===== config.mk =====
export PLATFORM = sky130hd
export DESIGN_NAME = sorted_array_priority_queue
export DESIGN_NICKNAME = d
export VERILOG_FILES = /design/src/rtl/core/spq_pkg.sv /design/src/rtl/core/spq_ctrl.sv /design/src/rtl/core/spq_datapath.sv /design/src/rtl/core/sorted_array_priority_queue.sv
export SDC_FILE = /design/constraint.sdc
export NUM_CORES = 2
export LEC_CHECK = 0
export ABC_AREA = 0
export BUFFER_PORTS_ARGS = -buffer_cell sky130_fd_sc_hd__buf_2
export CAP_MARGIN = 20
export CORE_AREA = 4 4 272 407
export CTS_BUF_LIST = sky130_fd_sc_hd__clkbuf_4
export DETAILED_ROUTE_END_ITERATION = 10
export DIE_AREA = 0 0 276 411
export PLACE_DENSITY = 0.71
export SLEW_MARGIN = 25
export SYNTH_ARGS = -nofsm -noshare
export SYNTH_HDL_FRONTEND = slang
export SYNTH_SLANG_ARGS = --single-unit

===== constraint.sdc =====
create_clock -name clock -period 13.14 [get_ports clock]
set_clock_uncertainty 0.2 [all_clocks]
set_input_delay 0.657 -clock clock [delete_from_list [all_inputs] [get_ports clock]]
set_output_delay 0.657 -clock clock [all_outputs]
set_load 0.01 [all_outputs]

===== src/rtl/core/spq_pkg.sv =====
// ----------------------------------------------------------------------------
// Sorted array priority queue package
// Sizes, request and status codes, and the item and control structures that
// the controller, the datapath and the top level share.
// ----------------------------------------------------------------------------
package spq_pkg;

   localparam int DEPTH      = 16;
   localparam int DATA_WIDTH = 32;
   localparam int CNT_W      = $clog2(DEPTH + 1);
   localparam int IDX_W      = $clog2(DEPTH);

   localparam logic [1:0] REQ_PUSH = 2'd0;
   localparam logic [1:0] REQ_POP  = 2'd1;
   localparam logic [1:0] REQ_READ = 2'd2;

   localparam logic [1:0] STAT_OK        = 2'd0;
   localparam logic [1:0] STAT_FULL      = 2'd1;
   localparam logic [1:0] STAT_EMPTY     = 2'd2;
   localparam logic [1:0] STAT_OUT_RANGE = 2'd3;

   typedef struct packed {
      logic [1:0]  req_type;
      logic [31:0] push_value;
      logic [3:0]  read_index;
   } spq_request_type;

   typedef struct packed {
      logic [31:0] read_data;
      logic [4:0]  entry_count;
      logic        is_empty;
      logic [1:0]  status;
   } spq_response_type;

   typedef struct packed {
      logic exec;
      logic use_held;
      logic latch;
      logic sort_step;
      logic sort_phase;
   } spq_cmd_type;

   typedef struct packed {
      logic needs_sort;
   } spq_status_type;

endpackage


===== src/rtl/core/spq_ctrl.sv =====
// ----------------------------------------------------------------------------
// Sorted array priority queue controller
// Accepts items, and sequences the re-sort passes that a push needs after the
// order mode has changed, followed by the held push itself.
// ----------------------------------------------------------------------------
module spq_ctrl import spq_pkg::*; (
   input  logic           clock,
   input  logic           reset,
   input  logic           start,
   output logic           busy,
   input  spq_status_type stat,
   output spq_cmd_type    cmd
);

   localparam logic [1:0] ST_IDLE   = 2'd0;
   localparam logic [1:0] ST_SORT   = 2'd1;
   localparam logic [1:0] ST_INSERT = 2'd2;

   logic [1:0]       state_ff, state_in;
   logic [IDX_W-1:0] pass_ff, pass_in;

   assign busy = (state_ff != ST_IDLE);

   always_comb begin
      state_in = state_ff;
      pass_in  = pass_ff;
      cmd      = '0;
      unique case (state_ff)
         ST_IDLE: begin
            if (start) begin
               if (stat.needs_sort) begin
                  cmd.latch = 1'b1;
                  pass_in   = '0;
                  state_in  = ST_SORT;
               end else begin
                  cmd.exec = 1'b1;
               end
            end
         end
         ST_SORT: begin
            cmd.sort_step  = 1'b1;
            cmd.sort_phase = pass_ff[0];
            pass_in        = pass_ff + IDX_W'(1);
            if (pass_ff == IDX_W'(DEPTH - 1)) begin
               state_in = ST_INSERT;
            end
         end
         ST_INSERT: begin
            cmd.exec     = 1'b1;
            cmd.use_held = 1'b1;
            state_in     = ST_IDLE;
         end
         default: begin
            state_in = ST_IDLE;
         end
      endcase
   end

   always_ff @(posedge clock) begin
      if (reset) begin
         state_ff <= ST_IDLE;
         pass_ff  <= '0;
      end else begin
         state_ff <= state_in;
         pass_ff  <= pass_in;
      end
   end

endmodule


===== src/rtl/core/spq_datapath.sv =====
// ----------------------------------------------------------------------------
// Sorted array priority queue datapath
// A row of entry cells with parallel compare and shift for inserts, neighbour
// compare and swap for re-sort passes, the count, the mode and the result.
// ----------------------------------------------------------------------------
module spq_datapath import spq_pkg::*; (
   input  logic             clock,
   input  logic             reset,
   input  spq_request_type  req_data,
   input  logic             csr_we,
   input  logic             csr_wdata,
   input  spq_cmd_type      cmd,
   output spq_status_type   stat,
   output logic             rsp_valid,
   output spq_response_type rsp_data
);

   logic [DATA_WIDTH-1:0] entries_ff [DEPTH];
   logic [DATA_WIDTH-1:0] entries_in [DEPTH];
   logic [CNT_W-1:0]      count_ff, count_in;
   logic                  order_mode_ff;
   logic                  dir_ff, dir_in;
   spq_request_type       held_ff;
   spq_request_type       cur;
   spq_response_type      rsp_ff, rsp_in;
   logic                  rsp_valid_ff;
   logic [DATA_WIDTH-1:0] val;
   logic [DEPTH-1:0]      before_val;
   logic [DEPTH-2:0]      swap;

   function automatic logic goes_before(input logic mode,
                                        input logic [DATA_WIDTH-1:0] a,
                                        input logic [DATA_WIDTH-1:0] b);
      return mode ? (a > b) : (a < b);
   endfunction

   assign cur = cmd.use_held ? held_ff : req_data;
   assign val = DATA_WIDTH'(cur.push_value);

   assign stat.needs_sort = (req_data.req_type == REQ_PUSH) &&
                            (count_ff != CNT_W'(DEPTH)) &&
                            (dir_ff != order_mode_ff) &&
                            (count_ff > CNT_W'(1));

   always_comb begin
      for (int i = 0; i < DEPTH; i++) begin
         before_val[i] = (CNT_W'(i) < count_ff) &&
                         goes_before(order_mode_ff, val, entries_ff[i]);
      end
      for (int k = 0; k < DEPTH - 1; k++) begin
         swap[k] = (1'(k) == cmd.sort_phase) && (CNT_W'(k + 1) < count_ff) &&
                   goes_before(order_mode_ff, entries_ff[k + 1], entries_ff[k]);
      end
   end

   always_comb begin
      entries_in = entries_ff;
      count_in   = count_ff;
      dir_in     = dir_ff;
      rsp_in     = '0;
      if (cmd.sort_step) begin
         for (int k = 0; k < DEPTH - 1; k++) begin
            if (swap[k]) begin
               entries_in[k]     = entries_ff[k + 1];
               entries_in[k + 1] = entries_ff[k];
            end
         end
      end
      if (cmd.exec) begin
         unique case (cur.req_type)
            REQ_PUSH: begin
               if (count_ff == CNT_W'(DEPTH)) begin
                  rsp_in.status = STAT_FULL;
               end else begin
                  for (int i = 0; i < DEPTH; i++) begin
                     if (before_val[i] || (CNT_W'(i) == count_ff)) begin
                        entries_in[i] = val;
                     end
                  end
                  for (int i = 1; i < DEPTH; i++) begin
                     if (before_val[i - 1]) begin
                        entries_in[i] = entries_ff[i - 1];
                     end
                  end
                  count_in = count_ff + CNT_W'(1);
                  dir_in   = order_mode_ff;
               end
            end
            REQ_POP: begin
               if (count_ff == '0) begin
                  rsp_in.status = STAT_EMPTY;
               end else begin
                  count_in = count_ff - CNT_W'(1);
               end
            end
            REQ_READ: begin
               if (32'(cur.read_index) < 32'(count_ff)) begin
                  rsp_in.read_data = 32'(entries_ff[IDX_W'(cur.read_index)]);
               end else begin
                  rsp_in.status = STAT_OUT_RANGE;
               end
            end
            default: begin
            end
         endcase
      end
      rsp_in.entry_count = 5'(count_in);
      rsp_in.is_empty    = (count_in == '0);
   end

   always_ff @(posedge clock) begin
      if (reset) begin
         count_ff      <= '0;
         order_mode_ff <= 1'b0;
         dir_ff        <= 1'b0;
         rsp_valid_ff  <= 1'b0;
      end else begin
         count_ff     <= count_in;
         dir_ff       <= dir_in;
         rsp_valid_ff <= cmd.exec;
         if (csr_we) begin
            order_mode_ff <= csr_wdata;
         end
      end
   end

   always_ff @(posedge clock) begin
      entries_ff <= entries_in;
      if (cmd.latch) begin
         held_ff <= req_data;
      end
      if (cmd.exec) begin
         rsp_ff <= rsp_in;
      end
   end

   assign rsp_valid = rsp_valid_ff;
   assign rsp_data  = rsp_ff;

endmodule


===== src/rtl/core/sorted_array_priority_queue.sv =====
// ----------------------------------------------------------------------------
// Sorted array priority queue
// Latency: the result strobe comes in the cycle after an item is accepted; a
// push after the order mode has changed first waits DEPTH re-sort passes.
// Throughput: one item per cycle while busy is low, set by the parallel compare
// and shift of the entry row; a re-sorting push holds busy through its passes.
// Synchronous reset clears the count, mode and controller; entries are kept.
// The receiver cannot stall: each result is shown for exactly one cycle.
// ----------------------------------------------------------------------------
module sorted_array_priority_queue import spq_pkg::*; (
   input  logic             clock,
   input  logic             reset,
   input  logic             start,
   output logic             busy,
   input  spq_request_type  req_data,
   output logic             rsp_valid,
   output spq_response_type rsp_data,
   input  logic             csr_we,
   input  logic             csr_wdata
);

   spq_cmd_type    cmd;
   spq_status_type stat;

   spq_ctrl u_ctrl (
      .clock (clock),
      .reset (reset),
      .start (start),
      .busy  (busy),
      .stat  (stat),
      .cmd   (cmd)
   );

   spq_datapath u_datapath (
      .clock     (clock),
      .reset     (reset),
      .req_data  (req_data),
      .csr_we    (csr_we),
      .csr_wdata (csr_wdata),
      .cmd       (cmd),
      .stat      (stat),
      .rsp_valid (rsp_valid),
      .rsp_data  (rsp_data)
   );

   a_direct_result: assert property (@(posedge clock) disable iff (reset)
      (start && !busy && !stat.needs_sort) |=> rsp_valid)
      else $error("Accepted item gave no result in the next cycle.");

   a_sorted_push_result: assert property (@(posedge clock) disable iff (reset)
      $fell(busy) |-> rsp_valid)
      else $error("Re-sorting push finished without a result.");

   a_empty_flag: assert property (@(posedge clock) disable iff (reset)
      rsp_valid |-> (rsp_data.is_empty == (rsp_data.entry_count == 5'd0)))
      else $error("Empty flag disagrees with the entry count.");

   a_sort_busy: assert property (@(posedge clock) disable iff (reset)
      cmd.sort_step |-> (busy && !rsp_valid))
      else $error("Re-sort pass outside a busy period.");

endmodule


==> impl_metrics.toml <==
[logic_synthesis]
yosysUniqueCellTypes = 91
syn_inst = 7261
syn_nets = 8305
yosys_warnings = 0
async_reset_ff_frac = 0
avgSynthCellArea_um2 = 8.055
ys_ff_latch = 604
synth_edf_count = 78
syn_area_um2 = 58490
yosysSeqAreaShare = 0.2201
synth_ff_type = "dfxtp_1"

[floorplan]
die_h_um = 411
core_area_um2 = 107000
initial_utilization = 0.5464
die-area_um2 = 113400
ios = 85
dieWidth_um = 276
core.rowCount = 147

[worst_setup_path]
crit_required_ns = 14.12
path_cells = "nand2b_4 -> buf_4 -> mux2i_1 -> clkinv_1 -> buf_4 -> ha_1 -> nand4_1 -> nor4_1 -> nor3b_1 -> o31ai_1 -> nor4b_1 -> a41oi_2 -> nand2_1 -> a21oi_4 -> a221o_1"
crit_arrival_ns = 8.49
critPathMaxFanout = 32
slowest_stage = "mux2i_1"
cpMostUsedCell = "buf_4"
critPathLaunchType = "flip-flop"
crit_path_max_incr_delay_ns = 1.02
criticalPathCategory = "flip-flop to flip-flop"
end_kind = "flip-flop"

[clock_network]
clock_path_buffers = 3
clkTransAtPathRegs_ns = 0.07
clkSinkCount = 604
cts-resized-gates = 0
hold_buffers = 77
cts_tree = "built"
clkLatencyLatePin_ns = 1.30
cts_setup_buffers = 0
htreeDepth = 4
cts-root-buf = "clkbuf_4"
numCtsBuffers = 176

[power]
cell_internal_pwr_mw = 5.718
p_sw_frac = 0.5034
p_per_area_nw_per_um2 = 181.6
pwr-share-seq = 0.317
clkPwrFrac = 0.165
combinationalPowerShare = 0.518
peakVddDrop_v = 0.00009999
p_total_mw = 11.51
leakage_nw = 28.46
p_sw_mw = 5.796

[sta]
setup_tns_ns = 0
min_period_over_period = 0.5717
tightest_slew_ns = 1.219
relSlewSlack = 0.1796
fmax_mhz = 133.1
hold_viol_final = 0
setup_viol = 0
holdWs_ns = 0.02405
rsz0062_at_grt = "false"
fin_crit_ns = 7.512
drv_slew = 0

[detailed_routing]
vias_per_cell = 7.381
ant_nets = 0
post-route-drc-count = 0
drt-pass1-iter-count = 9
wl_per_cell_um = 30.53
drt_iter0_drc = 8901
num_vias = 65270
totalWireLength_um = 270000

[final_layout]
final_nets = 8317
final_common_cell = "ha_1"
fin_cells = 8844
multi_input_area_um2 = 41850
seqCellArea_um2 = 12870
drive_gt1_frac = 0.08373
most-common-layout-cells = "ha_1 (1001), o22ai_1 (618), nand2_1 (565)"
nFillCells = 9995
area_delta_synth_final_pct = 8.431

[placed_design]
io_buffer_count = 84
placed_cells = 8432
dpl.hpwl_um = 197700
place_congestion = 1.063

[global_route]
grt_max_degree = 173
grt_usage = 0.4540
gr-total-overflow = 0
grt_pass1_wl_um = 396600
grt_pass1_vias = 62670
antenna_found_initial = 6

[job]
maxCapViolCount = 0

[outcome]
status = "complete, no violations"

[hold_path]
hold_path.class = "primary input to flip-flop"
[layer usage]
metal / share of wire / global-route usage
met1: 0.35 / 0.5211
met2: 0.44 / 0.7099
met3: 0.11 / 0.1016
met4: 0.11 / 0.4016
met5: 0 / 0
[flip-flops by register name (all words and copies together) (netlist names)]
register / cells
u_datapath.entries_ff: 512
u_datapath.rsp_data: 40
u_datapath.held_ff: 38
u_datapath.count_ff: 5
u_ctrl.pass_ff: 4
u_ctrl.state_ff: 2
u_datapath.dir_ff: 1
u_datapath.order_mode_ff: 1
u_datapath.rsp_valid: 1
[worst paths after layout]
| path | start | end | slack, ns | cells past startpoint |
|---|---|---|---|---|
| max | u_ctrl.state_ff[0] | u_datapath.entries_ff[396] | 5.63 | 15 |
| min | req_data[23] | u_datapath.held_ff[23] | 0.02 | 2 |
| max reg2reg | u_ctrl.state_ff[0] | u_datapath.entries_ff[396] | 5.63 | 15 |
| min reg2reg | u_ctrl.pass_ff[3] | u_ctrl.state_ff[1] | 0.28 | 2 |
[cells in the mapped netlist (35+ instances only)]
cell type,number,share of area
ha_1,1001,0.21
o211ai_1,207,0.027
a21o_1,178,0.023
o21ai_0,239,0.020
buf_2,120,0.010
clkbuf_1,321,0.021
o32ai_1,64,0.0096
nand2_1,568,0.036
a221o_1,72,0.012
nor4_1,36,0.0039
o22a_1,289,0.043
nor2_1,456,0.029
edfxtp_1,78,0.040
nand3_1,76,0.0065
dfxtp_1,526,0.18
nand4_1,178,0.019
nor3_1,55,0.0047
a311oi_1,100,0.015
buf_1,45,0.0029
a221oi_1,47,0.0070
inv_1,553,0.035
a22oi_1,258,0.033
o221ai_1,35,0.0052
o22ai_1,618,0.066
a21oi_1,365,0.031
a211oi_1,199,0.026
nor2b_1,51,0.0055
mux2i_1,81,0.014
a31oi_1,49,0.0052
[logic make-up after synthesis]
| family | share of synthesized area |
|---|---|
| simple gates | 0.1189 |
| flops | 0.2201 |
| fa+ha+maj | 0.2141 |
| buf+inv | 0.07237 |
| compound gates | 0.3577 |
| mux | 0.01587 |
| xor+xnor | 0.0008987 |
[power by group through the flow]
| stage | clock network, mW | logic, mW | registers, mW |
|---|---|---|---|
| floorplan | 0 | 4.03 | 3.08 |
| global placement | 0 | 5.57 | 3.56 |
| detailed placement | 0 | 5.74 | 3.58 |
| CTS | 1.90 | 5.79 | 3.53 |
| global route | 2.00 | 6.56 | 3.68 |
| finish | 1.90 | 5.96 | 3.65 |
[layout make-up]
type                    count  area share
repair buffers            328     0.03920
well taps                1415     0.02792
inverters                 585     0.03463
flip-flops and latches    604      0.2030
clock buffers             254     0.03007
clock inverters            68    0.004774
diodes                     12   0.0004735
multi-input cells        5578      0.6599
[worst max-delay path: cells and delay by family (launching register included)]
family | cells | cell delay [ns]
adder cells (fa/ha/maj) | 1 | 0.35
multiplexers | 1 | 1.02
AO/OA/AOI/OAI | 4 | 1.74
flip-flops | 1 | 0.52
AND/OR/NAND/NOR | 6 | 2.24
buffers and inverters | 3 | 1.25
[through the flow]
step / util / area (um2) / worst slack, ns
6_report: 0.5924 / 63420 / 5.628
2_1_floorplan: - / 58490 / 7.829
3_5_place_dp: 0.5640 / 60370 / 5.905
5_1_grt: 0.5923 / 63410 / 5.451
4_1_cts: 0.5918 / 63350 / 5.854
3_3_place_gp: 0.5638 / 60350 / 6.134
(Power assumes the default switching activity.)
